<file path="src/design/taa_pkg.sv">
// ----------------------------------------------------------------------------
// taa_pkg: shared types and constants for the trusted address allowlist
// Command codes, sequencer states, register indexes and item/result structs.
// ----------------------------------------------------------------------------
`default_nettype none

package taa_pkg;

    localparam int ADDR_W    = 48;
    localparam int TIME_W    = 32;
    localparam int CMD_W     = 3;
    localparam int COUNT_W   = 4;
    localparam int CFG_IDX_W = 1;
    localparam int CFG_W     = 32;

    localparam logic [TIME_W-1:0] GRACE_RESET = 32'd60000;

    typedef enum logic [CMD_W-1:0] {
        CMD_ADD     = 3'd0,
        CMD_REMOVE  = 3'd1,
        CMD_CONNECT = 3'd2,
        CMD_LOOKUP  = 3'd3,
        CMD_CLEAR   = 3'd4
    } t_cmd;

    typedef enum logic [CFG_IDX_W-1:0] {
        CFG_BOOT_TIME    = 1'd0,
        CFG_GRACE_WINDOW = 1'd1
    } t_cfg_idx;

    typedef enum logic [2:0] {
        S_IDLE,
        S_SEARCH,
        S_SHIFT,
        S_APPEND,
        S_DONE
    } t_state;

    typedef struct packed {
        logic [CMD_W-1:0]  command;
        logic              which_list;
        logic [ADDR_W-1:0] device_addr;
        logic              addr_present;
        logic [TIME_W-1:0] now_ms;
    } t_item;

    typedef struct packed {
        logic               allowed;
        logic               changed;
        logic [COUNT_W-1:0] entry_count;
    } t_result;

endpackage

`default_nettype wire

</file>
<file path="src/design/taa_in_if.sv">
// ----------------------------------------------------------------------------
// taa_in_if: request channel of the trusted address allowlist
// Valid/ready channel carrying one command item per transfer.
// ----------------------------------------------------------------------------
`default_nettype none

interface taa_in_if;
    logic                       valid;
    logic                       ready;
    logic [taa_pkg::CMD_W-1:0]  command;
    logic                       which_list;
    logic [taa_pkg::ADDR_W-1:0] device_addr;
    logic                       addr_present;
    logic [taa_pkg::TIME_W-1:0] now_ms;

    modport source (output valid, command, which_list, device_addr, addr_present, now_ms,
                    input ready);
    modport sink   (input valid, command, which_list, device_addr, addr_present, now_ms,
                    output ready);
endinterface

`default_nettype wire

</file>
<file path="src/design/taa_out_if.sv">
// ----------------------------------------------------------------------------
// taa_out_if: result channel of the trusted address allowlist
// Valid/ready channel carrying one result per transfer.
// ----------------------------------------------------------------------------
`default_nettype none

interface taa_out_if;
    logic                        valid;
    logic                        ready;
    logic                        allowed;
    logic                        changed;
    logic [taa_pkg::COUNT_W-1:0] entry_count;

    modport source (output valid, allowed, changed, entry_count, input ready);
    modport sink   (input valid, allowed, changed, entry_count, output ready);
endinterface

`default_nettype wire

</file>
<file path="src/design/taa_mem.sv">
// ----------------------------------------------------------------------------
// taa_mem: entry storage for both lists
// One write port and one registered read port; list select is the top address bit.
// ----------------------------------------------------------------------------
`default_nettype none

module taa_mem #(
    parameter int AW = 5
) (
    input  wire logic                       i_clk,
    input  wire logic                       i_we,
    input  wire logic [AW-1:0]              i_waddr,
    input  wire logic [taa_pkg::ADDR_W-1:0] i_wdata,
    input  wire logic [AW-1:0]              i_raddr,
    output logic      [taa_pkg::ADDR_W-1:0] o_rdata
);

    logic [taa_pkg::ADDR_W-1:0] r_mem [2**AW];

    always_ff @(posedge i_clk) begin
        if (i_we) begin
            r_mem[i_waddr] <= i_wdata;
        end
        o_rdata <= r_mem[i_raddr];
    end

endmodule

`default_nettype wire

</file>
<file path="src/design/taa_seq.sv">
// ----------------------------------------------------------------------------
// taa_seq: command sequencer of the trusted address allowlist
// Scans entries through one comparator, shifts entries down to close gaps,
// appends new entries and keeps both fill counts.
// ----------------------------------------------------------------------------
`default_nettype none

module taa_seq #(
    parameter int LIST_DEPTH = 12,
    parameter int IW         = 4,
    parameter int CW         = 4
) (
    input  wire logic                       i_clk,
    input  wire logic                       i_rst_n,
    input  wire logic                       i_valid,
    output logic                            o_ready,
    input  wire taa_pkg::t_item             i_item,
    input  wire logic [taa_pkg::TIME_W-1:0] i_boot_time,
    input  wire logic [taa_pkg::TIME_W-1:0] i_grace_window,
    output logic                            o_done,
    output taa_pkg::t_result                o_res,
    input  wire logic                       i_take,
    output logic                            o_mem_we,
    output logic      [IW:0]                o_mem_waddr,
    output logic      [taa_pkg::ADDR_W-1:0] o_mem_wdata,
    output logic      [IW:0]                o_mem_raddr,
    input  wire logic [taa_pkg::ADDR_W-1:0] i_mem_rdata
);

    localparam logic [CW-1:0] DEPTH_C = CW'(LIST_DEPTH);
    localparam logic [CW-1:0] ONE_C   = CW'(1);

    taa_pkg::t_state            r_state, n_state;
    taa_pkg::t_cmd              r_cmd, n_cmd;
    logic                       r_sel, n_sel;
    logic [taa_pkg::ADDR_W-1:0] r_addr, n_addr;
    logic                       r_grace, n_grace;
    logic [CW-1:0]              r_idx, n_idx;
    logic [CW-1:0]              r_pidx, n_pidx;
    logic                       r_rv, n_rv;
    logic                       r_allowed, n_allowed;
    logic                       r_changed, n_changed;
    logic [CW-1:0]              r_cnt [2];
    logic [CW-1:0]              n_cnt [2];

    logic [CW-1:0] cur_cnt;
    logic [CW-1:0] in_cnt;
    logic [CW-1:0] w_idx;
    logic          hit;
    logic          admit;
    logic          now_grace;

    always_ff @(posedge i_clk) begin
        if (!i_rst_n) begin
            r_state <= taa_pkg::S_IDLE;
            r_cnt[0] <= '0;
            r_cnt[1] <= '0;
            r_rv <= 1'b0;
        end else begin
            r_state <= n_state;
            r_cnt[0] <= n_cnt[0];
            r_cnt[1] <= n_cnt[1];
            r_rv <= n_rv;
        end
        r_cmd <= n_cmd;
        r_sel <= n_sel;
        r_addr <= n_addr;
        r_grace <= n_grace;
        r_idx <= n_idx;
        r_pidx <= n_pidx;
        r_allowed <= n_allowed;
        r_changed <= n_changed;
    end

    assign cur_cnt   = r_cnt[r_sel];
    assign in_cnt    = r_cnt[i_item.which_list];
    assign now_grace = (i_item.now_ms - i_boot_time) < i_grace_window;
    assign hit       = r_rv && (i_mem_rdata == r_addr);
    assign admit     = (r_cmd == taa_pkg::CMD_ADD) || r_grace || hit;

    always_comb begin
        n_state = r_state;
        n_cmd = r_cmd;
        n_sel = r_sel;
        n_addr = r_addr;
        n_grace = r_grace;
        n_idx = r_idx;
        n_pidx = r_pidx;
        n_rv = r_rv;
        n_allowed = r_allowed;
        n_changed = r_changed;
        n_cnt[0] = r_cnt[0];
        n_cnt[1] = r_cnt[1];
        o_ready = 1'b0;
        o_done = 1'b0;
        o_mem_we = 1'b0;
        w_idx = r_pidx - ONE_C;
        o_mem_wdata = i_mem_rdata;
        o_mem_raddr = {r_sel, r_idx[IW-1:0]};

        case (r_state)
            taa_pkg::S_IDLE: begin
                o_ready = 1'b1;
                if (i_valid) begin
                    n_cmd = taa_pkg::t_cmd'(i_item.command);
                    n_sel = i_item.which_list;
                    n_addr = i_item.device_addr;
                    n_grace = now_grace;
                    n_idx = '0;
                    n_rv = 1'b0;
                    n_allowed = 1'b0;
                    n_changed = 1'b0;
                    n_state = taa_pkg::S_DONE;
                    case (taa_pkg::t_cmd'(i_item.command))
                        taa_pkg::CMD_CLEAR: begin
                            n_changed = in_cnt != '0;
                            n_cnt[i_item.which_list] = '0;
                        end
                        taa_pkg::CMD_ADD, taa_pkg::CMD_REMOVE, taa_pkg::CMD_LOOKUP: begin
                            if (i_item.addr_present) begin
                                n_state = taa_pkg::S_SEARCH;
                            end
                        end
                        taa_pkg::CMD_CONNECT: begin
                            if (i_item.addr_present) begin
                                n_state = taa_pkg::S_SEARCH;
                            end else begin
                                n_allowed = i_item.which_list ? now_grace : 1'b1;
                            end
                        end
                        default: begin
                        end
                    endcase
                end
            end
            taa_pkg::S_SEARCH: begin
                if (hit || (!r_rv && r_idx >= cur_cnt)) begin
                    n_rv = 1'b0;
                    n_state = taa_pkg::S_DONE;
                    case (r_cmd)
                        taa_pkg::CMD_LOOKUP: begin
                            n_allowed = hit;
                        end
                        taa_pkg::CMD_REMOVE: begin
                            if (hit) begin
                                n_changed = 1'b1;
                                n_idx = r_pidx + ONE_C;
                                n_state = taa_pkg::S_SHIFT;
                            end
                        end
                        taa_pkg::CMD_ADD, taa_pkg::CMD_CONNECT: begin
                            n_allowed = (r_cmd == taa_pkg::CMD_CONNECT) && admit;
                            if (admit && !hit) begin
                                n_changed = 1'b1;
                                if (cur_cnt >= DEPTH_C) begin
                                    n_idx = ONE_C;
                                    n_state = taa_pkg::S_SHIFT;
                                end else begin
                                    n_state = taa_pkg::S_APPEND;
                                end
                            end
                        end
                        default: begin
                        end
                    endcase
                end else if (r_idx < cur_cnt) begin
                    n_rv = 1'b1;
                    n_pidx = r_idx;
                    n_idx = r_idx + ONE_C;
                end else begin
                    n_rv = 1'b0;
                end
            end
            taa_pkg::S_SHIFT: begin
                // read entry k, write it to k-1 in the next cycle
                o_mem_we = r_rv;
                if (r_idx < cur_cnt) begin
                    n_rv = 1'b1;
                    n_pidx = r_idx;
                    n_idx = r_idx + ONE_C;
                end else begin
                    n_rv = 1'b0;
                    if (!r_rv) begin
                        n_cnt[r_sel] = cur_cnt - ONE_C;
                        n_state = (r_cmd == taa_pkg::CMD_REMOVE) ? taa_pkg::S_DONE
                                                                 : taa_pkg::S_APPEND;
                    end
                end
            end
            taa_pkg::S_APPEND: begin
                o_mem_we = 1'b1;
                w_idx = cur_cnt;
                o_mem_wdata = r_addr;
                n_cnt[r_sel] = cur_cnt + ONE_C;
                n_state = taa_pkg::S_DONE;
            end
            taa_pkg::S_DONE: begin
                o_done = 1'b1;
                if (i_take) begin
                    n_state = taa_pkg::S_IDLE;
                end
            end
            default: begin
                n_state = taa_pkg::S_IDLE;
            end
        endcase

        o_mem_waddr = {r_sel, w_idx[IW-1:0]};
    end

    assign o_res.allowed     = r_allowed;
    assign o_res.changed     = r_changed;
    assign o_res.entry_count = taa_pkg::COUNT_W'(cur_cnt);

endmodule

`default_nettype wire

</file>
<file path="src/design/trusted_address_allowlist_core.sv">
// ----------------------------------------------------------------------------
// trusted_address_allowlist_core: two trusted device address lists
// Commands arrive on i_in (add, remove, connect check, lookup, clear) and each
// transfer yields exactly one result transfer on o_out.
// Configuration: i_cfg_we writes i_cfg_data to boot_time (index 0) or
// grace_window (index 1); write only while no command is in flight.
// Flow: clear, absent address and unused codes go straight from idle to the
// done state and the output register. Commands with an address scan the
// selected list through one comparator, one entry per cycle; remove and add
// or connect with eviction then shift the tail down one entry per cycle,
// and an admitted add or connect then appends the new entry.
// Throughput: one command at a time; i_in.ready is high only while the
// sequencer is idle. The output register holds a result while o_out stalls,
// and the next command can be taken and processed meanwhile; its result then
// waits in the sequencer until the output register frees.
// Reset: both lists empty, boot_time 0, grace_window 60000, output empty.
// ----------------------------------------------------------------------------
`default_nettype none

module trusted_address_allowlist_core #(
    parameter int LIST_DEPTH = 12
) (
    input  wire logic                          i_clk,
    input  wire logic                          i_rst_n,
    taa_in_if.sink                             i_in,
    taa_out_if.source                          o_out,
    input  wire logic                          i_cfg_we,
    input  wire logic [taa_pkg::CFG_IDX_W-1:0] i_cfg_idx,
    input  wire logic [taa_pkg::CFG_W-1:0]     i_cfg_data
);

    localparam int IW = (LIST_DEPTH > 1) ? $clog2(LIST_DEPTH) : 1;
    localparam int CW = $clog2(LIST_DEPTH + 1);

    logic [taa_pkg::TIME_W-1:0] r_boot_time;
    logic [taa_pkg::TIME_W-1:0] r_grace_window;
    logic                       r_out_valid;
    taa_pkg::t_result           r_out;

    taa_pkg::t_item             item;
    taa_pkg::t_result           seq_res;
    logic                       seq_done;
    logic                       take;
    logic                       mem_we;
    logic [IW:0]                mem_waddr;
    logic [IW:0]                mem_raddr;
    logic [taa_pkg::ADDR_W-1:0] mem_wdata;
    logic [taa_pkg::ADDR_W-1:0] mem_rdata;

    always_ff @(posedge i_clk) begin
        if (!i_rst_n) begin
            r_boot_time <= '0;
            r_grace_window <= taa_pkg::GRACE_RESET;
        end else if (i_cfg_we) begin
            case (taa_pkg::t_cfg_idx'(i_cfg_idx))
                taa_pkg::CFG_BOOT_TIME:    r_boot_time <= i_cfg_data;
                taa_pkg::CFG_GRACE_WINDOW: r_grace_window <= i_cfg_data;
                default: begin
                end
            endcase
        end
    end

    assign item.command      = i_in.command;
    assign item.which_list   = i_in.which_list;
    assign item.device_addr  = i_in.device_addr;
    assign item.addr_present = i_in.addr_present;
    assign item.now_ms       = i_in.now_ms;

    assign take = !r_out_valid || o_out.ready;

    taa_seq #(
        .LIST_DEPTH (LIST_DEPTH),
        .IW         (IW),
        .CW         (CW)
    ) u_seq (
        .i_clk          (i_clk),
        .i_rst_n        (i_rst_n),
        .i_valid        (i_in.valid),
        .o_ready        (i_in.ready),
        .i_item         (item),
        .i_boot_time    (r_boot_time),
        .i_grace_window (r_grace_window),
        .o_done         (seq_done),
        .o_res          (seq_res),
        .i_take         (take),
        .o_mem_we       (mem_we),
        .o_mem_waddr    (mem_waddr),
        .o_mem_wdata    (mem_wdata),
        .o_mem_raddr    (mem_raddr),
        .i_mem_rdata    (mem_rdata)
    );

    taa_mem #(
        .AW (IW + 1)
    ) u_mem (
        .i_clk   (i_clk),
        .i_we    (mem_we),
        .i_waddr (mem_waddr),
        .i_wdata (mem_wdata),
        .i_raddr (mem_raddr),
        .o_rdata (mem_rdata)
    );

    always_ff @(posedge i_clk) begin
        if (!i_rst_n) begin
            r_out_valid <= 1'b0;
        end else if (seq_done && take) begin
            r_out_valid <= 1'b1;
        end else if (o_out.ready) begin
            r_out_valid <= 1'b0;
        end
        if (seq_done && take) begin
            r_out <= seq_res;
        end
    end

    assign o_out.valid       = r_out_valid;
    assign o_out.allowed     = r_out.allowed;
    assign o_out.changed     = r_out.changed;
    assign o_out.entry_count = r_out.entry_count;

endmodule

`default_nettype wire

</file>
<file path="src/flat_wrapper.sv">
// flat-port wrapper written by rule: the top's interface ports become plain ports
module trusted_address_allowlist_core_flat 
#(
    parameter int LIST_DEPTH = 12
)
  (i_clk, i_rst_n, i_cfg_we, i_cfg_idx, i_cfg_data, i_in_valid, i_in_command, i_in_which_list, i_in_device_addr, i_in_addr_present, i_in_now_ms, i_in_ready, o_out_valid, o_out_allowed, o_out_changed, o_out_entry_count, o_out_ready);
  taa_in_if i_in_i ();
  taa_out_if o_out_i ();
  input  wire logic i_clk;
  input  wire logic i_rst_n;
  input  wire logic i_cfg_we;
  input  wire logic [taa_pkg::CFG_IDX_W-1:0] i_cfg_idx;
  input  wire logic [taa_pkg::CFG_W-1:0] i_cfg_data;
  input wire logic [$bits(i_in_i.valid)-1:0] i_in_valid;
  input wire logic [$bits(i_in_i.command)-1:0] i_in_command;
  input wire logic [$bits(i_in_i.which_list)-1:0] i_in_which_list;
  input wire logic [$bits(i_in_i.device_addr)-1:0] i_in_device_addr;
  input wire logic [$bits(i_in_i.addr_present)-1:0] i_in_addr_present;
  input wire logic [$bits(i_in_i.now_ms)-1:0] i_in_now_ms;
  output wire logic [$bits(i_in_i.ready)-1:0] i_in_ready;
  output wire logic [$bits(o_out_i.valid)-1:0] o_out_valid;
  output wire logic [$bits(o_out_i.allowed)-1:0] o_out_allowed;
  output wire logic [$bits(o_out_i.changed)-1:0] o_out_changed;
  output wire logic [$bits(o_out_i.entry_count)-1:0] o_out_entry_count;
  input wire logic [$bits(o_out_i.ready)-1:0] o_out_ready;
  assign i_in_i.valid = i_in_valid;
  assign i_in_i.command = i_in_command;
  assign i_in_i.which_list = i_in_which_list;
  assign i_in_i.device_addr = i_in_device_addr;
  assign i_in_i.addr_present = i_in_addr_present;
  assign i_in_i.now_ms = i_in_now_ms;
  assign i_in_ready = i_in_i.ready;
  assign o_out_valid = o_out_i.valid;
  assign o_out_allowed = o_out_i.allowed;
  assign o_out_changed = o_out_i.changed;
  assign o_out_entry_count = o_out_i.entry_count;
  assign o_out_i.ready = o_out_ready;
  trusted_address_allowlist_core #(.LIST_DEPTH(LIST_DEPTH)) u_core (.i_clk(i_clk), .i_rst_n(i_rst_n), .i_in(i_in_i), .o_out(o_out_i), .i_cfg_we(i_cfg_we), .i_cfg_idx(i_cfg_idx), .i_cfg_data(i_cfg_data));
endmodule
</file>
<file path="config.mk">
export PLATFORM = sky130hd
export DESIGN_NAME = trusted_address_allowlist_core_flat
export DESIGN_NICKNAME = d
export VERILOG_FILES = /design/src/design/taa_pkg.sv /design/src/design/taa_in_if.sv /design/src/design/taa_out_if.sv /design/src/design/taa_mem.sv /design/src/design/taa_seq.sv /design/src/design/trusted_address_allowlist_core.sv /design/src/flat_wrapper.sv
export SDC_FILE = /design/constraint.sdc
export NUM_CORES = 2
export LEC_CHECK = 0
export BUFFER_PORTS_ARGS = -buffer_cell sky130_fd_sc_hd__buf_2
export CAP_MARGIN = 20
export CELL_PAD_IN_SITES_DETAIL_PLACEMENT = 0
export CELL_PAD_IN_SITES_GLOBAL_PLACEMENT = 1
export CORE_MARGIN = 1.5
export CORE_UTILIZATION = 30
export CTS_BUF_LIST = sky130_fd_sc_hd__clkbuf_2 sky130_fd_sc_hd__clkbuf_4 sky130_fd_sc_hd__clkbuf_8
export CTS_CLUSTER_DIAMETER = 60
export DETAILED_ROUTE_END_ITERATION = 6
export PLACE_DENSITY_LB_ADDON = 0.25
export SLEW_MARGIN = 10
export SYNTH_ARGS = -nofsm -noshare
export SYNTH_HDL_FRONTEND = slang
export SYNTH_SLANG_ARGS = --single-unit
export TNS_END_PERCENT = 30
</file>
<file path="constraint.sdc">
create_clock -name i_clk -period 3.75 [get_ports i_clk]
set_input_delay 0.5625 -clock i_clk [delete_from_list [all_inputs] [get_ports i_clk]]
set_output_delay 0.5625 -clock i_clk [all_outputs]
set_load 0.01 [all_outputs]
</file>
After elaboration in Yosys (flattened, before gate mapping)
Memory sizes are Yosys's and may differ from the RTL's. A register that Yosys moved wholly into a read port is not among the register bits. Cells that the tools add are included. Widths: inputs -> output; s select.

Equality and inequality tests: 26. Magnitude comparators: 8. Bitwise gates (word level): 7. Multiplexer cells: 67. Add/sub/neg operators: 6. Reductions and logical operators: 33.

Operator list (number): $mux 4 (13); $eq 48x48->1 (1); $mux 48 (1); $lt 32x32->1 (1); $mux 8 (4); $sub 32x32->32 (1); $mux 3 (10); $pmux 8 s3 (1); $mux 1 (23); $eq 3x2->1 const B (6); $bwmux 8 (2); $pmux 4 s2 (2); $pmux 3 s5 (1); $add 4x1->4 const B (3); $ne 4x4->1 const B (3); $pmux 4 s3 (1); $reduce_and 6->1 (2); $ne 2x2->1 const B (5); $pmux 1 s2 (5); $reduce_and 2->1 (5); $eq 3x1->1 const B (3); $logic_not 3->1 (3); $and 8x8->8 (1); $demux 4 s1 (2); other kinds (28) (48).

Output and inout port bits: 8. Memories kept: 2. Bits in writable memories: 1544. Logic and storage cells: 165. Register bits after elaboration: 138. Input port bits: 123.

Memories: u_core.u_mem.r_mem (words 32, width 48, rd ports 1, clocked after memory_dff 1, wr ports 1, RTL line taa_mem.sv:18) `logic [taa_pkg::ADDR_W-1:0] r_mem [2**AW];`; u_core.u_seq.r_cnt (words 2, width 4, rd ports 4, clocked after memory_dff 1, wr ports 2, RTL line taa_seq.sv:43) `logic [CW-1:0] r_cnt [2];`.

Logic depth before layout (Yosys ltp)
Depth after elaboration: 11. Depth in mapped cells: 21. Depth with buffers taken out: 21.

Cells and area by module
A second synthesis with hierarchy kept.

Cell total of the unflattened synthesis: 4403. Area, all modules: 70496.4 um^2.

Modules (own cells, without submodules): taa_mem (cells each 3364, seq. area each 47085.2 um^2, area each 60724.5 um^2, instances 1); taa_seq (cells each 774, seq. area each 2152.1 um^2, area each 7068.0 um^2, instances 1); trusted_address_allowlist_core (cells each 265, seq. area each 1481.4 um^2, area each 2703.8 um^2, instances 1).

Least setup slack after synthesis
Ideal clock, no wire load.

Kind: register -> register. From: register with a tool-made name. To: memory u_core.u_mem.r_mem[16][0] in the netlist's numbering, enable pin. Library setup time: 0.454 ns. Clock period less this slack: 4.084 ns. Buffers on the path: 0. Stages on the path, launching flop included: 5. Slack: -0.334 ns. Data arrival time: 3.631 ns. Cell sequence: dfxtp_1 > mux2i_1 > o21ai_0 > or3_1 > nor2_1.

RTL lines (RTL line): end: declaration (taa_mem.sv:18).

Worst setup path in the final report
From: register u_core.r_boot_time[0] in the netlist's numbering. To: register u_core.u_seq.r_allowed, data pin.

Cells in the longest elaborated chain, start to end: 7.

Ends and longest elaborated chain: start: declaration (RTL line trusted_address_allowlist_core.sv:35) `logic [taa_pkg::TIME_W-1:0] r_boot_time;`; start signal: assignment (RTL line trusted_address_allowlist_core.sv:56) `taa_pkg::CFG_BOOT_TIME: r_boot_time <= i_cfg_data;`; $sub 32x32->32 (RTL line taa_seq.sv:77) `assign now_grace = (i_item.now_ms - i_boot_time) < i_grace_window;`; $lt 32x32->1 (RTL line taa_seq.sv:77); net u_core.u_seq.now_grace (RTL line taa_seq.sv:51) `logic now_grace;`; $mux 1 (RTL line taa_seq.sv:128) `n_allowed = i_item.which_list ? now_grace : 1'b1;`; $mux 1 (RTL line taa_seq.sv:125) `if (i_item.addr_present) begin`; $mux 1 (RTL line taa_seq.sv:114) `case (taa_pkg::t_cmd'(i_item.command))`; $mux 1 (RTL line taa_seq.sv:104) `if (i_valid) begin`; $pmux 1 s2 (RTL line taa_seq.sv:101) `case (r_state)`; net u_core.u_seq.n_allowed (RTL line taa_seq.sv:41) `logic r_allowed, n_allowed;`; end signal: assignment (RTL line taa_seq.sv:71) `r_allowed <= n_allowed;`; end: declaration (RTL line taa_seq.sv:41).

The timed path passes the listed nets, and every way through them passes these cells. The select of a mux whose other input is x is not followed. A chain may end at the register's enable or synchronous reset.

==> metrics.md <==
| Metric | Value |
|---|---|
| Max incr delay on CP | `~0.41 ns` |
| Number of enable-type register cells in the synthesized netlist | `roughly 1,600` |
| Worst Setup End Kind | `register` |
| Simple-gate area share of the yosys netlist | `0.03083` |
| Count of standard-cell rows | `175` |
| Initial standard-cell utilization of the core | `0.3016` |
| Distinct cells, synth | `between 60 and 70` |
| Pwr Total | `approximately 44,000 µW` |
| Nets@finish | `about 4,200` |
| Number of CTS-inserted buffers | `slightly above 300` |
| Primary flip-flop cell chosen by synthesis mapping | `sky130_fd_sc_hd__edfxtp_1` |
| Main combinational cell family by area after synthesis | `multiplexers` |
| Total global routing track utilization | `0.1624` |
| Flop2flop setup slack | `-0.51 ns` |
| Final clock skew | `approximately 0.093 ns` |
| Critical Path Start | `u_core.r_boot_time[0]` |
| Run status | `finished with violations` |
| Final design area excluding fillers | `between 80,000 and 90,000 µm²` |
| Drt initial violations | `approximately 2,900` |
| Post-route DRC | `0` |
| Pwr per Cell Area | `~540 nW/µm²` |
| I/O pin total | `roughly 130` |
| Detail Placement HPWL | `103.4 mm` |
| Via density | `about 4.8` |
| Clk pin slew, worst setup/hold paths | `about 0.060 ns` |
| Violations in the final reports | `negative setup slack` |
| Post-synthesis share of cell area spent on xor and xnor gates | `0.009838` |
| Ys Warns | `0` |
| Worst path required time | `~4.6 ns` |
| Routed vias | `between 30,000 and 40,000` |
| Worst reg2reg startpoint | `u_core.r_boot_time[0]` |
| Cell chain of the critical path | `ha_4 -> inv_2 -> fa_2 -> a211oi_4 -> o211ai_1 -> nand4bb_1 -> a21oi_4 -> o2111ai_4 -> a21boi_2 -> a311o_1 -> ha_1 -> nand2_2 -> nor4_2 -> a2111oi_2 -> o21ai_1 -> a21oi_1 -> nor2_1 -> a311oi_2 -> buf_4 -> o31a_1` |
| Remaining global-route overflow | `0` |
| First-pass GRT wire length | `about 270 mm` |
| Slew @ Worst Pin | `between 1 and 1.5 ns` |
| Pre-antenna DRT Iters | `7` |
| Die width | `481.0 µm` |
| Via count of the first global-routing pass | `36,580` |
| Largest driver fanout on the critical path | `3` |
| CTS Buffer Depth | `4` |
| Cell at the root of the clock tree | `sky130_fd_sc_hd__clkbuf_8` |
| Min Hold Slack | `0.1186 ns` |
| FF/Latch Area | `slightly above 50,000 µm²` |
| Remaining antenna violation count after routing | `0` |
| Final worst setup slack | `-0.5067 ns` |
| Fillers | `about 21,000` |
| Worst Path Class, Setup | `reg2reg` |
| Worst-Skew Late Latency | `between 1 and 1.5 ns` |
| Area occupied by multi-input gates | `between 15,000 and 20,000 µm²` |
| Max-cap viol count | `0` |
| Seq/Total Area, Yosys | `0.7399` |
| Deepest level of the CTS H-tree | `5` |
| Unrepaired setup endpoints after global routing | `yes` |
| Total wire length after detailed routing | `between 150 and 200 mm` |
| Area growth from synthesis to final layout | `19.91%` |
| Adder-cell share of the synthesized area | `0.01325` |
| Crit share post-route | `1.135` |
| Final estimated routing congestion in global placement | `between 0.7 and 0.8` |
| Share of the synthesized area in compound gates (AO/OA/AOI/OAI) | `0.02574` |
| Final count of pins violating max slew | `0` |
| Path type of the worst min-delay path | `in2reg` |
| Vert. Die Dim | `slightly below 500 µm` |
| Final setup violating endpoints | `2` |
| IO Port Bufs | `130` |
| Largest net degree at the start of global routing | `~100` |
| Min Clock Period, post-route | `about 4.3 ns` |
| Syn_area_per_cell | `approximately 20 µm²` |
| TritonCTS Sinks | `roughly 1,700` |
| Fin Setup TNS | `-0.8973 ns` |
| Die Area | `231,400 µm²` |
| Setup crit start kind | `register` |
| Total leakage power | `0.02664 µW` |
| Worst Path Arrival | `5.12 ns` |
| Critical-path top delay cell | `sky130_fd_sc_hd__fa_2` |
| Max Freq | `between 0.2 and 0.25 GHz` |
| Slew Limit Headroom | `0.3294` |
| Placed inst area | `between 70,000 and 80,000 µm²` |
| Origin of the worst min-delay path | `i_in_addr_present` |
| Share of async-settable or async-resettable flops after synthesis | `0` |
| Standard cell core area | `between 200,000 and 250,000 µm²` |
| Number of instances in the synthesized netlist | `3,405` |
| Per-cell routed wire length | `approximately 26 µm` |
| Clock tree from TritonCTS | `yes` |
| Final count of hold timing violations | `0` |
| Multiplexer share of the synthesized area | `0.1663` |
| VDD IR-drop max | `~0.33 mV` |
| Proportion of layout cells with a drive suffix above 1 | `0.3396` |
| Flip-flop and latch count after synthesis | `between 1,500 and 2,000` |
| Area of the mapped netlist | `just under 70,000 µm²` |
| Initial antenna violation count | `6` |
| Syn nets | `approximately 3,600` |
worst max-delay path, delay by kind of cell, from the launching register on:
family / cells / cell delay, ns
compound gates: 11 / 2.28
fa+ha+maj: 3 / 0.85
buf+inv: 2 / 0.20
flops: 1 / 0.35
simple gates: 4 / 0.45
cells by family (layout without fill, tap and decap cells):
family | after synthesis | in the layout
and+or+nand+nor | 491 | 491
muxes | 533 | 533
buffers and inverters | 245 | 1071
AOI/OAI and AO/OA | 256 | 256
DFF | 1731 | 1731
adders and majority gates | 72 | 72
other | 0 | 7
xor gates and xnor gates | 77 | 77
final cells by class:
class,count,area share
well taps,3009,0.04580
repair buffers,449,0.04920
diodes,7,0.0002131
clock inverters,103,0.008722
clock buffers,428,0.06428
multi-input cells,1429,0.2105
inverters,91,0.004217
flip-flops and latches,1731,0.6171
Yosys cell counts, drive strengths merged, types with 10 or more instances:
master,number,area (µm²)
nand2,307,1152
o21ai,45,225.2
ha,71,888.4
nor4,13,81.33
dfxtp,126,2522
mux4,480,10810
a21oi,46,234.0
buf,47,224.0
nand3,19,100.1
nor2,75,289.0
xnor2,46,402.9
edfxtp,1605,48200
mux2,48,540.5
a21boi,69,518.0
nor3,11,55.05
o211ai,10,75.07
nor2b,16,100.1
clkbuf,107,401.6
nand4,13,81.33
a21o,23,172.7
inv,91,341.6
xor2,31,271.5
per-stage QoR:
step / util / setup WS [ns] / cells
finish: 0.3617 / -0.5067 / 7247
global route: 0.3616 / -0.7228 / 7244
CTS: 0.3609 / -0.5995 / 7235
detailed placement: 0.3305 / -1.186 / 6616
global placement: 0.3305 / -1.330 / 6616
floorplan: - / -0.3345 / 3405
final timing paths:
kind	to	depth (start not counted)
max	u_core.u_seq.r_allowed	20
min reg2reg	u_core.o_out.changed	0
max reg2reg	u_core.u_seq.r_allowed	20
min	u_core.u_seq.r_state[0]	5
cells in the final DEF, fill, tap and decap left out, types with 33 or more instances in the layout:
master	instances
sky130_fd_sc_hd__edfxtp_1	1605
sky130_fd_sc_hd__mux4_2	480
sky130_fd_sc_hd__clkbuf_8	331
sky130_fd_sc_hd__nand2_1	305
sky130_fd_sc_hd__buf_4	168
sky130_fd_sc_hd__buf_2	130
sky130_fd_sc_hd__dfxtp_1	125
sky130_fd_sc_hd__clkbuf_4	97
sky130_fd_sc_hd__dlygate4sd3_1	88
sky130_fd_sc_hd__inv_1	86
sky130_fd_sc_hd__ha_1	67
sky130_fd_sc_hd__buf_12	61
sky130_fd_sc_hd__a21boi_0	60
sky130_fd_sc_hd__clkinv_1	56
sky130_fd_sc_hd__mux2_2	48
sky130_fd_sc_hd__xnor2_1	46
sky130_fd_sc_hd__nor2_1	42
sky130_fd_sc_hd__a21oi_1	42
sky130_fd_sc_hd__nor2_4	33
where the power goes:
part	total (µW)	leakage, µW	switching, µW	internal (µW)
Clock	17400	0.00317	7660	9740
Combinational	4520	0.00791	2690	1820
Sequential	22300	0.0156	185	22200
state kept, by name (all words and copies together) (netlist names), 4 cells and up, named ones only:
register / cells
u_core.u_seq.r_pidx: 4
u_core.u_mem.o_rdata: 48
u_core.u_mem.r_mem: 1536
u_core.u_seq.r_cnt: 8
u_core.r_grace_window: 32
u_core.u_seq.r_addr: 48
u_core.o_out.entry_count: 4
u_core.u_seq.r_idx: 4
u_core.r_boot_time: 32
layer usage:
metal	track usage	wire length (µm)
met1	0.2220	83880
met5	0	0
met3	0.02531	8960
met2	0.2664	91970
met4	0.04868	4441
what timing repair did:
item                                    4_1_cts  5_1_grt
hold endpoints to repair                    122        0
gates resized for setup                       5       22
pin swaps                                     3       20
hold buffers                                 88        0
buffers inserted                              0        4
endpoints found under the setup margin        2        2
Power figures use the tool's default switching activity.
